===== src/rtl/qau_fifo.sv =====
module qau_fifo #(
    parameter int W     = 8,
    parameter int DEPTH = 4
) (
    input  logic         i_clk,
    input  logic         i_rst_n,
    input  logic         i_push,
    input  logic [W-1:0] i_data,
    output logic         o_full,
    input  logic         i_pop,
    output logic [W-1:0] o_data,
    output logic         o_empty
);

    localparam int AW = (DEPTH > 1) ? $clog2(DEPTH) : 1;
    localparam int CW = $clog2(DEPTH + 1);

    logic [W-1:0]  r_mem [DEPTH];
    logic [AW-1:0] r_wr, n_wr;
    logic [AW-1:0] r_rd, n_rd;
    logic [CW-1:0] r_cnt, n_cnt;
    logic          wr_ok, rd_ok;

    assign o_full  = (r_cnt == CW'(DEPTH));
    assign o_empty = (r_cnt == '0);
    assign wr_ok   = i_push && !o_full;
    assign rd_ok   = i_pop && !o_empty;
    assign o_data  = r_mem[r_rd];

    // Advance pointers and count
    always_comb begin
        n_wr  = r_wr;
        n_rd  = r_rd;
        n_cnt = r_cnt;
        if (wr_ok) begin
            n_wr = (r_wr == AW'(DEPTH - 1)) ? '0 : r_wr + 1'b1;
        end
        if (rd_ok) begin
            n_rd = (r_rd == AW'(DEPTH - 1)) ? '0 : r_rd + 1'b1;
        end
        if (wr_ok && !rd_ok) begin
            n_cnt = r_cnt + 1'b1;
        end else if (rd_ok && !wr_ok) begin
            n_cnt = r_cnt - 1'b1;
        end
    end

    always_ff @(posedge i_clk) begin
        if (!i_rst_n) begin
            r_wr  <= '0;
            r_rd  <= '0;
            r_cnt <= '0;
        end else begin
            r_wr  <= n_wr;
            r_rd  <= n_rd;
            r_cnt <= n_cnt;
        end
    end

    // Store the pushed entry
    always_ff @(posedge i_clk) begin
        if (wr_ok) begin
            r_mem[r_wr] <= i_data;
        end
    end

`ifndef SYNTH
    a_cnt_bound: assert property (@(posedge i_clk) disable iff (!i_rst_n)
        r_cnt <= CW'(DEPTH))
        else $error("queue count beyond depth");

    a_push_fills: assert property (@(posedge i_clk) disable iff (!i_rst_n)
        wr_ok && !rd_ok |=> !o_empty)
        else $error("queue empty after a lone push");

    a_last_drains: assert property (@(posedge i_clk) disable iff (!i_rst_n)
        rd_ok && !wr_ok && r_cnt == CW'(1) |=> o_empty)
        else $error("queue not empty after last pop");
`endif

endmodule


===== config.mk =====
export PLATFORM = sky130hd
export DESIGN_NAME = qau_fifo
export DESIGN_NICKNAME = d
export VERILOG_FILES = /design/src/rtl/qau_fifo.sv
export SDC_FILE = /design/constraint.sdc
export NUM_CORES = 1
export LEC_CHECK = 0
export BUFFER_PORTS_ARGS = -buffer_cell sky130_fd_sc_hd__buf_2
export CORE_MARGIN = 2
export CORE_UTILIZATION = 45
export DETAILED_ROUTE_END_ITERATION = 6
export GPL_TIMING_DRIVEN = 1
export HOLD_SLACK_MARGIN = 0.08
export PLACE_DENSITY_LB_ADDON = 0.08
export SYNTH_ARGS = -nofsm -noshare
export SYNTH_HDL_FRONTEND = slang
export SYNTH_SLANG_ARGS = --single-unit

===== constraint.sdc =====
create_clock -name i_clk -period 6 [get_ports i_clk]
set_input_delay 0.3 -clock i_clk [delete_from_list [all_inputs] [get_ports i_clk]]
set_output_delay 0.3 -clock i_clk [all_outputs]
set_load 0.005 [all_outputs]

==> reports/qor.log <==
qor: route.route.final.wire_length 2430 um
qor: synthesis.synth_nets 112
qor: global_route.antenna_found_initial 0
qor: global_route.first_global_vias 830
qor: timing.clock_skew 0.00672 ns
qor: finish.net_count_final 136
qor: global_route.grt_pass1_wl 3970 um
qor: critical_path.critical_path.startpoint_type flip-flop
qor: clocking.tritoncts built
qor: clocking.root_buffer sky130_fd_sc_hd__clkbuf_4
qor: route.wl_per_cell 14.9 um
qor: route.dr.first_iter.drc_count 16
qor: synthesis.asyncSetResetFlopFracSynth 0
qor: finish.seqCellArea 1140 um2
qor: timing.relSlewSlack 0.641
qor: floorplan.floorplan.die_area 4120 um2
qor: clocking.clock_insertion_delay_worst_skew 0.33 ns
qor: critical_path.r2r_end r_cnt[2]$_SDFFE_PN0P_
qor: clocking.cts_max_level 2
qor: critical_path.timing.critical_path.required 6.26 ns
qor: route.dr_wl_met3 146 um
qor: finish.layout_cell_share_with_drive_strength_beyond_1 0.299
qor: timing.finalMaxSlewViolations 0
qor: synthesis.syn_avg_cell_area 17.5 um2
qor: synthesis.synth-warning-count 0
qor: critical_path.timing.critical_path.fanout_max 7
qor: timing.fin_worst_hold_slack 0.182 ns
qor: finish.diodes 0
qor: global_route.grt_overflow 0
qor: route.drcViolationCount 0
qor: critical_path.start_point_of_the_critical_path r_cnt[0]$_SDFFE_PN0P_
qor: finish.area_growth_syn_to_layout 11.7%
qor: clocking.tritoncts_buffer_count 5
qor: critical_path.reg2reg_from r_cnt[0]$_SDFFE_PN0P_
qor: synthesis.synth_cell_type_count 23
qor: placed_design.dp.final_hpwl 1710 um
qor: clocking.cts_hold_buf 0
qor: run.max_cap_violations 0
qor: timing.achievable-frequency 0.425 GHz
qor: critical_path.worst_setup_path_end_kind flip-flop
qor: synthesis.seq_area_frac_synth 0.700
qor: finish.multi_input_comb_area 460 um2
qor: route.wire_length_on_met2 1130 um
qor: route.met1Wirelength 1120 um
qor: route.topRoutingLayerUsed met4
qor: placed_design.place.port_buffers 21
qor: critical_path.criticalPathCategory flip-flop to flip-flop
qor: critical_path.worstSetupEndpoint r_cnt[2]$_SDFFE_PN0P_
qor: timing.worst-slew-pin-transition 0.533 ns
qor: power.peakVddDrop 0.180 mV
qor: critical_path.reg2reg_setup_slack 3.65 ns
qor: power.power_density 371 nW/um2
qor: floorplan.chipWidth 64.2 um
qor: floorplan.die-height 64.2 um
qor: route.drt_pass1_iterations 4
qor: synthesis.postSynthCellCount 93
qor: route.avgViaCountPerCell 5.06
qor: global_route.groute.usage.overall 0.134
qor: timing.hold_viol 0
qor: synthesis.synth_edf_count 32
qor: clocking.cts_setup_buffers 0
qor: critical_path.critPathArrivalTime 2.61 ns
qor: synthesis.syn_area 1630 um2
qor: critical_path.worstRegToRegCells 8
qor: placed_design.place.gp.congestion 0.672
qor: clocking.cts.sinks 41
qor: timing.timing.final.setup_violations 0
qor: floorplan.start_util 0.477
qor: placed_design.dp_worst_setup_slack 3.66 ns
qor: route.ant_nets 0
qor: clocking.cts_resized 0
qor: status.status finished clean
qor: timing.min_period 2.35 ns
qor: timing.timing.setup.tns 0 ns
qor: timing.worst_slack 3.65 ns
qor: floorplan.num_rows 21
qor: timing.layout_worst_path_cycle_share 0.392
qor: timing.grt_setup_unrepaired false
qor: finish.utilization 0.533
qor: clocking.cts-root-to-sink-buffers 2
qor: finish.fillCellCount 295
qor: power.cellLeakagePower 0.658 nW
qor: global_route.grt_max_degree 12
qor: synthesis.synth_ff_type sky130_fd_sc_hd__edfxtp_1
qor: clocking.path_clk_slew 0.11 ns
qor: synthesis.ys_seq_elements 41
qor: floorplan.num_io_pins 22
qor: floorplan.floorplan.core_area 3420 um2
qor: hold_path.classification_of_the_worst_slack_hold_path primary input to flip-flop
qor: route.via_count_of_the_routed_design 824
-- per-stage QoR --
stage                     instance area [um2]  std cells  power (mW)
final                                    1820        163       0.675
after global routing                     1820        163       0.721
after CTS                                1820        163       0.685
after detailed placement                 1780        156       0.566
after global placement                   1780        156       0.559
after floorplan                          1630         93       0.504
-- critical path: stages (launching register included) --
cell                       delay, ns
sky130_fd_sc_hd__dfxtp_1        0.47
sky130_fd_sc_hd__nor3b_2        0.09
sky130_fd_sc_hd__nor2b_1        0.39
sky130_fd_sc_hd__ha_1           0.27
sky130_fd_sc_hd__inv_1          0.06
sky130_fd_sc_hd__fa_1           0.37
sky130_fd_sc_hd__xor2_1         0.16
sky130_fd_sc_hd__or3_1          0.31
sky130_fd_sc_hd__a21boi_0       0.17
-- area by class of cell --
class,count,share of cell area
Inverter,3,0.00619
Clock inverter,1,0.00206
Sequential cell,41,0.627
Multi-Input combinational cell,45,0.253
Timing Repair Buffer,21,0.0577
Tap cell,46,0.0316
Clock buffer,6,0.0227
-- where the power goes --
group | leakage (nW) | switching (mW) | internal, mW
Sequential | 0.367 | 0.0376 | 0.349
Combinational | 0.265 | 0.0727 | 0.0959
Clock | 0.0258 | 0.0768 | 0.0426
-- cells in the mapped netlist, types with 2 or more instances --
master                     count  area (um2)
sky130_fd_sc_hd__and2_1        5        31.3
sky130_fd_sc_hd__buf_2         2        10.0
sky130_fd_sc_hd__dfxtp_1       9         180
sky130_fd_sc_hd__edfxtp_1     32         961
sky130_fd_sc_hd__ha_1          6        75.1
sky130_fd_sc_hd__inv_1         3        11.3
sky130_fd_sc_hd__mux2i_1       3        30.0
sky130_fd_sc_hd__mux4_2        8         180
sky130_fd_sc_hd__nand2_1       6        22.5
sky130_fd_sc_hd__nand3_1       2        10.0
sky130_fd_sc_hd__nor2_1        2        7.51
sky130_fd_sc_hd__nor2b_1       2        12.5
sky130_fd_sc_hd__o21ai_0       3        15.0
-- logic make-up after synthesis --
group           count (synthesis)  share of synthesized area
compound gates                  5                     0.0184
xor+xnor                        2                     0.0107
fa+ha+maj                       7                     0.0583
buf+inv                         7                     0.0176
flops                          41                      0.700
mux                            11                      0.129
simple gates                   20                     0.0660
-- worst min-delay path by stage --
| stage | from | endpoint | depth (start not counted) |
|---|---|---|---|
| after detailed placement | r_wr[1]$_SDFFE_PN0P_ | r_wr[1]$_SDFFE_PN0P_ | 2 |
| final | i_data[5] | r_mem[3][5]$_DFFE_PP_ | 1 |
| after global placement | r_wr[1]$_SDFFE_PN0P_ | r_wr[1]$_SDFFE_PN0P_ | 2 |
| after CTS | i_data[3] | r_mem[3][3]$_DFFE_PP_ | 1 |
| after floorplan | i_data[0] | r_mem[0][0]$_DFFE_PP_ | 0 |
| after global routing | i_data[6] | r_mem[1][6]$_DFFE_PP_ | 1 |
-- registers in the layout, summed over array words and instances (netlist names), named ones only --
register / flops
r_rd: 2
r_wr: 2
r_cnt: 3
r_mem: 32
-- metal layers --
layer / global-route usage / vias to the layer above
li1: - / 400
met1: 0.167 / 395
met2: 0.214 / 25
met3: 0.0528 / 4
met4: 0.0479 / 0
met5: 0 / -
-- placed cells by master, fill, tap and decap left out --
| master | n |
|---|---|
| sky130_fd_sc_hd__dfxtp_1 | 9 |
| sky130_fd_sc_hd__nor3b_2 | 1 |
| sky130_fd_sc_hd__xnor2_1 | 1 |
| sky130_fd_sc_hd__nor2b_1 | 2 |
| sky130_fd_sc_hd__nor3_1 | 1 |
| sky130_fd_sc_hd__and2_1 | 5 |
| sky130_fd_sc_hd__xor2_1 | 1 |
| sky130_fd_sc_hd__o21ai_0 | 3 |
| sky130_fd_sc_hd__edfxtp_1 | 32 |
| sky130_fd_sc_hd__mux4_2 | 8 |
| sky130_fd_sc_hd__ha_1 | 6 |
| sky130_fd_sc_hd__o31ai_1 | 1 |
| sky130_fd_sc_hd__inv_1 | 3 |
| sky130_fd_sc_hd__fa_1 | 1 |
| sky130_fd_sc_hd__nor2_1 | 2 |
| sky130_fd_sc_hd__buf_2 | 21 |
| sky130_fd_sc_hd__a21boi_0 | 1 |
| sky130_fd_sc_hd__nand3_1 | 2 |
| sky130_fd_sc_hd__clkbuf_1 | 1 |
| sky130_fd_sc_hd__nand2_1 | 6 |
| sky130_fd_sc_hd__or3_1 | 1 |
| sky130_fd_sc_hd__clkbuf_4 | 5 |
| sky130_fd_sc_hd__mux2i_1 | 3 |
| sky130_fd_sc_hd__clkinv_1 | 1 |
No activity file was read; power rests on OpenSTA's default activity.
