**src/rtl/qau_pkg.sv**
```systemverilog
package qau_pkg;

    // Default widths of every fixed-point value
    localparam int DATA_WIDTH_DEF = 32;
    localparam int FRAC_BITS_DEF  = 16;

    // Depth of the request queue and of the result queue
    localparam int QUEUE_DEPTH = 4;

    typedef enum logic [3:0] {
        OP_ADD    = 4'd0,
        OP_SUB    = 4'd1,
        OP_MUL    = 4'd2,
        OP_QDIV   = 4'd3,
        OP_SCALE  = 4'd4,
        OP_SDIV   = 4'd5,
        OP_CONJ   = 4'd6,
        OP_INV    = 4'd7,
        OP_MAG    = 4'd8,
        OP_MATRIX = 4'd9
    } t_opcode;

    typedef enum logic [1:0] {
        ST_OK   = 2'd0,
        ST_DIVZ = 2'd1,
        ST_SAT  = 2'd2
    } t_status;

    // Per-request control that travels with the data
    typedef struct packed {
        t_opcode op;
        logic    divz;
        logic    sat;
    } t_ctrl;

endpackage

```
**src/rtl/qau_fifo.sv**
```systemverilog
module qau_fifo #(
    parameter int W     = 8,
    parameter int DEPTH = 4
) (
    input  logic         i_clk,
    input  logic         i_rst_n,
    input  logic         i_push,
    input  logic [W-1:0] i_data,
    output logic         o_full,
    input  logic         i_pop,
    output logic [W-1:0] o_data,
    output logic         o_empty
);

    localparam int AW = (DEPTH > 1) ? $clog2(DEPTH) : 1;
    localparam int CW = $clog2(DEPTH + 1);

    logic [W-1:0]  r_mem [DEPTH];
    logic [AW-1:0] r_wr, n_wr;
    logic [AW-1:0] r_rd, n_rd;
    logic [CW-1:0] r_cnt, n_cnt;
    logic          wr_ok, rd_ok;

    assign o_full  = (r_cnt == CW'(DEPTH));
    assign o_empty = (r_cnt == '0);
    assign wr_ok   = i_push && !o_full;
    assign rd_ok   = i_pop && !o_empty;
    assign o_data  = r_mem[r_rd];

    // Advance pointers and count
    always_comb begin
        n_wr  = r_wr;
        n_rd  = r_rd;
        n_cnt = r_cnt;
        if (wr_ok) begin
            n_wr = (r_wr == AW'(DEPTH - 1)) ? '0 : r_wr + 1'b1;
        end
        if (rd_ok) begin
            n_rd = (r_rd == AW'(DEPTH - 1)) ? '0 : r_rd + 1'b1;
        end
        if (wr_ok && !rd_ok) begin
            n_cnt = r_cnt + 1'b1;
        end else if (rd_ok && !wr_ok) begin
            n_cnt = r_cnt - 1'b1;
        end
    end

    always_ff @(posedge i_clk) begin
        if (!i_rst_n) begin
            r_wr  <= '0;
            r_rd  <= '0;
            r_cnt <= '0;
        end else begin
            r_wr  <= n_wr;
            r_rd  <= n_rd;
            r_cnt <= n_cnt;
        end
    end

    // Store the pushed entry
    always_ff @(posedge i_clk) begin
        if (wr_ok) begin
            r_mem[r_wr] <= i_data;
        end
    end

`ifndef SYNTH
    a_cnt_bound: assert property (@(posedge i_clk) disable iff (!i_rst_n)
        r_cnt <= CW'(DEPTH))
        else $error("queue count beyond depth");

    a_push_fills: assert property (@(posedge i_clk) disable iff (!i_rst_n)
        wr_ok && !rd_ok |=> !o_empty)
        else $error("queue empty after a lone push");

    a_last_drains: assert property (@(posedge i_clk) disable iff (!i_rst_n)
        rd_ok && !wr_ok && r_cnt == CW'(1) |=> o_empty)
        else $error("queue not empty after last pop");
`endif

endmodule

```
**src/rtl/qau_front.sv**
```systemverilog
module qau_front #(
    parameter int D     = qau_pkg::DATA_WIDTH_DEF,
    parameter int DEPTH = qau_pkg::QUEUE_DEPTH
) (
    input  logic                i_clk,
    input  logic                i_rst_n,
    input  logic                i_push,
    output logic                o_full,
    input  logic [3:0]          i_opcode,
    input  logic [3:0][D-1:0]   i_a,
    input  logic [3:0][D-1:0]   i_b,
    input  logic [D-1:0]        i_s,
    output logic                o_valid,
    input  logic                i_take,
    output qau_pkg::t_ctrl      o_ctrl,
    output logic [3:0][D-1:0]   o_a,
    output logic [3:0][D-1:0]   o_b,
    output logic [D-1:0]        o_s
);

    localparam int W = $bits(qau_pkg::t_ctrl) + 9 * D;

    qau_pkg::t_ctrl ctrl;
    logic [W-1:0]   wr_data, rd_data;
    logic           empty;

    // Classify the request; a zero scalar divisor is known right away
    always_comb begin
        ctrl      = '0;
        ctrl.op   = qau_pkg::t_opcode'(i_opcode);
        ctrl.divz = (i_opcode == qau_pkg::OP_SDIV) && (i_s == '0);
        ctrl.sat  = 1'b0;
    end

    assign wr_data = {ctrl, i_a, i_b, i_s};

    qau_fifo #(
        .W     (W),
        .DEPTH (DEPTH)
    ) u_req_q (
        .i_clk   (i_clk),
        .i_rst_n (i_rst_n),
        .i_push  (i_push),
        .i_data  (wr_data),
        .o_full  (o_full),
        .i_pop   (i_take),
        .o_data  (rd_data),
        .o_empty (empty)
    );

    assign o_valid = !empty;
    assign {o_ctrl, o_a, o_b, o_s} = rd_data;

endmodule

```
**config.mk**
```make
export PLATFORM = sky130hd
export DESIGN_NAME = qau_front
export DESIGN_NICKNAME = d
export VERILOG_FILES = /design/src/rtl/qau_pkg.sv /design/src/rtl/qau_fifo.sv /design/src/rtl/qau_front.sv
export SDC_FILE = /design/constraint.sdc
export NUM_CORES = 1
export LEC_CHECK = 0
export BUFFER_PORTS_ARGS = -buffer_cell sky130_fd_sc_hd__buf_2
export CAP_MARGIN = 10
export CORE_UTILIZATION = 28
export DETAILED_ROUTE_END_ITERATION = 10
export PLACE_DENSITY_LB_ADDON = 0.25
export SLEW_MARGIN = 10
export SYNTH_ARGS = -nofsm -noshare
export SYNTH_HDL_FRONTEND = slang
export SYNTH_SLANG_ARGS = --single-unit
```
**constraint.sdc**
```tcl
create_clock -name i_clk -period 8.05 [get_ports i_clk]
set_input_delay 0.4025 -clock i_clk [delete_from_list [all_inputs] [get_ports i_clk]]
set_output_delay 0.4025 -clock i_clk [all_outputs]
set_load 0.02 [all_outputs]
```
==> impl_metrics.csv, run 1 <==
group,metric,value,unit
logic_synthesis,ys_warn_count,0,
placed_design,place_inst,4165,
logic_synthesis,synth_top_flop_cell,"edfxtp_1",
die,start_util,28.3,%
timing,rsz0062_at_grt,"false",
cts,cts_sinks,1181,
hold_path,worstHoldPathCells,4,
worst_setup_path,critical_path_class,"register to output port",
die,die_h,394,um
grt,grt_pass1_wl,149000,um
timing,fin_skew,0.0304,ns
cts,tritoncts.num_buffers,132,
cts,cts_buffer_depth,3,
placed_design,hpwl,59600,um
detailed_routing,first_pass_iters,7,
power_and_ir_drop,power_density,310,nW/um2
hold_path,worstHoldStart,"i_take",
layout,fin_nets,2867,
grt,first_global_vias,22694,
hold_path,hp-class,"primary input to register",
grt,antenna_found_initial,16,
logic_synthesis,synthAdderAreaFrac,0.221,%
cts,h-tree-depth,4,
detailed_routing,post-route-drc-count,0,
timing,final_max_slew_viol_count,0,
worst_setup_path,reg2regPathDepth,5,
grt,grt_use_total,12.7,%
logic_synthesis,ys_types,30,
logic_synthesis,yosys_register_bits,1181,
logic_synthesis,yosys-top-cells-area,"edfxtp_1, mux4_2, buf_12",
power_and_ir_drop,p_leak,18.2,nW
layout,area_growth,28.2,%
cts,cts_tree,"built",
die,die_w,394,um
logic_synthesis,synth.area.mux_share,15.4,%
worst_setup_path,critPathRequiredTime,7.65,ns
die,pin_count,592,
detailed_routing,drt_iter0_markers,1032,
layout,final_core_utilization,36.3,%
timing,maxSlewHeadroom,22.1,%
logic_synthesis,syn_area_per_cell,27.0,um2
logic_synthesis,synth_area_leader_cell,"edfxtp_1",
die,rows,143,
detailed_routing,viasPerCell,4.37,
worst_setup_path,cp_data_arrival_time,3.60,ns
placed_design,place_congestion,0.744,
detailed_routing,wirelength,98800,um
logic_synthesis,syn-num-nets,1897,
timing,finalCriticalPeriod,4.00,ns
worst_setup_path,timing.rr.start,"u_req_q.r_cnt[0]",
layout,final_cell_area,55300,um2
worst_setup_path,end_kind,"output port",
layout,nFillCells,14026,
layout,fin_cells,4703,
logic_synthesis,synth_xor_area_share,0.0407,%
logic_synthesis,synth_compound_area_share,0.0987,%
logic_synthesis,synth_edf_count,1172,
logic_synthesis,ys_seq_area_share,82.1,%
logic_synthesis,synth_top_family_by_area,"multiplexers",
die,coreArea,152000,um2
timing,final.setup.tns,0,ns
timing,fin_crit_sh,49.7,%
run_status,status,"finished, final reports clean",
detailed_routing,ant_nets,0,
timing,worstMarginPinSlew,1.17,ns
worst_setup_path,timing.rr.end,"u_req_q.r_mem[3][189]",
layout,drive_gt1_share,40.9,%
cts,cts_post_setup_buffers_inserted,0,
timing,report.final.setup_viol,0,
grt,overflow,0,
worst_setup_path,worst-path-max-fanout,89,
cts,path_clk_slew,0.06,ns
worst_setup_path,startpoint_type,"register",
logic_synthesis,synth-simple-area-share,0.386,%
placed_design,port_buffers,590,
die,fp.dieArea,155000,um2
cts,insertion_delay,0.73,ns
placed_design,dpl_cell_area,48100,um2
power_and_ir_drop,vdd_drop_max,0.229,mV
timing,fmax,0.250,GHz
logic_synthesis,synth_top_cell_area_share,81.7,%
timing,finalHoldViolations,0,
cts,cts_root_buf,"clkbuf_16",
detailed_routing,via_count,20564,
job,cap_violations,0,
logic_synthesis,synthesis.area,43100,um2
grt,grt_max_degree,125,
worst_setup_path,r2r_slack,4.67,ns
detailed_routing,wl_per_cell,21.0,um
logic_synthesis,synth-async-reset-ratio,0,%
logic_synthesis,netlist_instances,1594,
==> state kept, by name, summed over array words and instances, names as in the netlist, named ones only <==
signal,count
u_req_q.r_wr,2
u_req_q.r_mem,1172
u_req_q.r_cnt,3
u_req_q.r_rd,2
==> critical path, cell delays in order, from the launching register on <==
cell and delay (ns):
dfxtp_4 0.83, buf_12 0.53, buf_4 0.51, mux4_2 0.57, buf_2 0.18
==> Yosys cell counts (2+ instances only) <==
cell,instances
edfxtp_1,1172
mux4_2,293
buf_2,29
buf_12,22
dfxtp_1,9
buf_8,8
nor4_1,7
ha_1,6
inv_1,5
a21oi_1,4
and2_1,4
clkbuf_1,4
nor2_1,4
buf_4,3
o21ai_0,3
or3_1,3
mux2i_1,2
nand2_1,2
nor4b_1,2
xor2_1,2
==> power breakdown <==
group | total, mW | internal [mW] | switching (mW)
logic | 3.79 | 1.52 | 2.27
registers | 7.57 | 7.39 | 0.177
clock network | 5.74 | 3.36 | 2.38
total | 17.1 | 12.3 | 4.83
==> worst max path at each step <==
| stage | from | endpoint | slack (ns) | cells after the start |
|---|---|---|---|---|
| 6_report | register | o_a[87] | 4.05 | 4 |
| 5_1_grt | register | o_b[16] | 3.65 | 4 |
| 4_1_cts | register | o_a[90] | 3.78 | 4 |
| 3_5_place_dp | register | o_a[90] | 4.61 | 4 |
| 3_3_place_gp | register | o_a[87] | 4.64 | 4 |
| 2_1_floorplan | u_req_q.r_cnt[0] | u_req_q.r_mem[0][0] | 3.19 | 3 |
==> layout make-up <==
type,count,area (um2),area share (%)
Inverter,5,18.8,0.0340
Antenna cell,10,25.0,0.0453
Timing Repair Buffer,903,6190,11.2
Multi-Input combinational cell,341,6950,12.6
Clock buffer,166,3560,6.44
Clock inverter,67,584,1.06
Sequential cell,1181,35400,64.0
Tap cell,2030,2540,4.60
==> layer usage <==
layer	global-route usage (%)	wire, um
met5	0	97
met2	20.1	46900
met3	4.86	8460
met4	3.90	2300
met1	16.0	41000
==> through the flow <==
stage	power (mW)	worst slack, ns	hold slack, ns
5_1_grt	17.8	3.65	0.0579
3_3_place_gp	11.4	4.64	0.466
4_1_cts	17.4	3.78	0.0103
2_1_floorplan	10.3	3.19	0.463
3_5_place_dp	11.5	4.61	0.483
6_report	17.1	4.05	0.0849
==> kinds of logic after synthesis <==
group,after synthesis
adders and majority gates,7
buffers and inverters,72
muxes,295
other,1
DFF,1181
xor gates and xnor gates,2
and+or+nand+nor,28
AOI/OAI and AO/OA,8
==> layout by cell type (no fill, tap or decap), types with 2 or more instances in the layout <==
cell	count
clkinv_8	2
clkinvlp_4	6
buf_2	590
diode_2	10
xor2_1	2
mux4_2	293
nand2_1	2
and2_4	4
inv_1	5
dfxtp_4	2
o21ai_0	3
or3_1	3
bufinv_16	7
edfxtp_1	1172
dlygate4sd3_1	295
ha_1	6
nor4_1	7
a21oi_1	4
buf_12	12
clkbuf_16	138
clkbuf_1	28
inv_6	5
dfxtp_1	7
mux2i_1	2
nor2_1	4
clkinv_1	24
nor4b_1	2
clkinv_2	19
clkinv_4	2
buf_4	6
==> timing repair <==
action	CTS	global route
endpoints found under the hold margin	1176	0
gates resized for setup	0	0
hold buffers	295	0
Note: power is estimated with default switching activity, not from simulation.
==> run 2, diff against run 1 <==
- ABC_AREA: default -> 1
- clock period: 8.05 -> 3.9 ns (I/O delays scaled with it)
==> impl_metrics.csv, run 2 <==
group,metric,value,unit
run_status,status,"finished, final reports clean",
timing,fin_crit_sh,86.5,%
layout,nFillCells,14942,
hold_path,worstHoldStart,"i_b[27]",
logic_synthesis,synth_edf_count,1172,
logic_synthesis,ys_warn_count,0,
worst_setup_path,worst-path-max-fanout,132,
detailed_routing,post-route-drc-count,0,
grt,grt_use_total,14.3,%
logic_synthesis,syn_area_per_cell,15.0,um2
layout,final_cell_mix,"edfxtp_1, nor2_1, buf_2",
detailed_routing,viasPerCell,4.57,
logic_synthesis,synth_top_cell_area_share,80.1,%
cts,insertion_delay,0.75,ns
worst_setup_path,reg2regPathDepth,6,
logic_synthesis,ys_seq_area_share,80.6,%
worst_setup_path,crit_chain,"clkinv_16 -> buf_4 -> o21ai_0 -> o22ai_1 -> buf_2",
layout,final_core_utilization,36.3,%
timing,final_max_slew_viol_count,0,
cts,cts_post_setup_buffers_inserted,0,
die,die_w,398,um
logic_synthesis,yosys-top-cells-area,"edfxtp_1, nor2_1, o22ai_1",
timing,fmax,0.297,GHz
layout,fin_nets,4131,
grt,antenna_found_initial,18,
placed_design,hpwl,67700,um
timing,hold_ws,0.194,ns
cts,tritoncts.num_buffers,134,
hold_path,min_to,"u_req_q.r_mem[0][59]",
worst_setup_path,startpoint_type,"register",
timing,fin_skew,0.0257,ns
logic_synthesis,yosysMostFrequentCell,"edfxtp_1",
worst_setup_path,cp_slowest_cell,"dfxtp_4",
cts,cts_buffer_depth,3,
timing,maxSlewHeadroom,32.4,%
logic_synthesis,netlist_instances,2931,
die,die_h,398,um
detailed_routing,wirelength,117000,um
timing,worstMarginPinSlew,1.01,ns
timing,finalHoldViolations,0,
worst_setup_path,timing.rr.end,"u_req_q.r_mem[2][130]",
layout,area_growth,28.1,%
die,coreArea,155000,um2
logic_synthesis,synthesis.area,43900,um2
grt,grt_pass1_wl,172000,um
die,start_util,28.3,%
layout,drive_gt1_share,21.5,%
worst_setup_path,slowest_delay,0.73,ns
hold_path,worstHoldPathCells,2,
cts,ctsResizeCount,0,
job,cap_violations,0,
logic_synthesis,syn-num-nets,3234,
power_and_ir_drop,power_density,691,nW/um2
logic_synthesis,synth_area_leader_cell,"edfxtp_1",
layout,regMostFlops,"u_req_q.r_mem",
grt,grt_max_degree,167,
power_and_ir_drop,p_leak,19.4,nW
cts,holdBufCountCts,297,
logic_synthesis,yosys_register_bits,1181,
worst_setup_path,critPathRequiredTime,3.70,ns
timing,final.setup.worst_slack,0.528,ns
logic_synthesis,synth_top_flop_cell,"edfxtp_1",
detailed_routing,drt_iter0_markers,1621,
grt,overflow,0,
grt,first_global_vias,27174,
layout,final_common_cell,"edfxtp_1",
layout,reg.largest.list,"u_req_q.r_mem (1172), u_req_q.r_cnt (3)",
cts,cts_tree,"built",
logic_synthesis,synth_common_cells,"edfxtp_1, nor2_1, o21ai_0",
worst_setup_path,r2r_slack,1.66,ns
cts,path_clk_slew,0.06,ns
power_and_ir_drop,vdd_drop_max,0.442,mV
worst_setup_path,cp_data_arrival_time,3.18,ns
placed_design,port_buffers,590,
die,pin_count,592,
detailed_routing,first_pass_iters,5,
worst_setup_path,timing.rr.start,"u_req_q.r_wr[0]",
placed_design,place_congestion,0.733,
cts,h-tree-depth,4,
worst_setup_path,critical_path_class,"register to output port",
detailed_routing,via_count,27320,
cts,cts_sinks,1181,
logic_synthesis,synth-async-reset-ratio,0,%
die,rows,144,
timing,report.final.setup_viol,0,
detailed_routing,wl_per_cell,19.5,um
timing,rsz0062_at_grt,"false",
placed_design,post-place-ws,1.32,ns
die,fp.dieArea,158000,um2
timing,finalCriticalPeriod,3.37,ns
cts,cts_root_buf,"clkbuf_16",
worst_setup_path,end_kind,"output port",
hold_path,hp-class,"primary input to register",
detailed_routing,ant_nets,0,
layout,largest_register_ffs,1172,
logic_synthesis,ys_types,21,
[run 2: cell types whose count changed after synthesis, moves of 7 or more]
cell	before	now
nor2_1	4	620
mux4_2	293	0
buf_4	3	40
buf_6	1	27
clkbuf_1	4	95
o21ai_1	0	250
o21ai_0	3	340
buf_12	22	0
o22ai_1	0	293
inv_1	5	15
nor4_1	7	0
buf_8	8	1
nand2_1	2	17
[run 2: final cells by class]
type                       instances  area (um2)  share of cell area (%)
clock inverter                    65         467                   0.829
timing repair buffer             955        6810                    12.1
clock buffer                     171        3560                    6.32
multi-input combinational       1539        7380                    13.1
inverter                          17        97.6                   0.173
tap                             2044        2560                    4.55
antenna                            8        20.0                  0.0356
sequential                      1181       35400                    62.9
[run 2: worst max-delay path by stage]
stage	start	endpoint	slack, ns	depth (start not counted)
2_1_floorplan	u_req_q.r_cnt[0]	u_req_q.r_mem[0][0]	-1.47	4
3_3_place_gp	register	o_s[24]	1.35	5
3_5_place_dp	register	o_s[25]	1.32	5
4_1_cts	register	o_s[25]	0.47	5
5_1_grt	register	o_s[25]	0.33	5
6_report	register	o_s[25]	0.53	5
[run 2: cells by family after synthesis]
family	after synthesis	synth area share, %
compound gates	889	11.0
fa+ha+maj	7	0.217
simple gates	642	5.50
buf+inv	211	2.75
flops	1181	80.6
other cells	1	0.00854
[run 2: worst max-delay path, delay by kind of cell, from the launching register on]
family | cells | cell delay, ns
buffers and inverters | 3 | 1.03
AOI/OAI and AO/OA | 2 | 0.39
DFF | 1 | 0.73
[run 2: through the flow]
| step | power, mW | cell area, um2 | setup TNS [ns] | std cells |
|---|---|---|---|---|
| floorplan | 23.2 | 44000 | -1710.56 | 2931 |
| global placement | 27.4 | 49300 | 0 | 5439 |
| detailed placement | 27.5 | 49300 | 0 | 5439 |
| CTS | 39.5 | 56200 | 0 | 5972 |
| global route | 40.8 | 56300 | 0 | 5976 |
| finish | 38.9 | 56300 | 0 | 5980 |
[run 2: power breakdown]
group / internal [mW] / switching, mW / total (mW)
combinational: 3.30 / 8.18 / 11.5
sequential: 15.4 / 0.337 / 15.8
clock: 6.65 / 4.97 / 11.6
total: 25.4 / 13.5 / 38.9
[run 2: layer usage]
layer,vias to the layer above,track usage (%),share of wire (%)
met5,-,0,0.14
met4,26,4.42,2.4
met3,201,4.95,7.6
met2,671,23.2,47
met1,13457,18.0,43
li1,12965,-,-
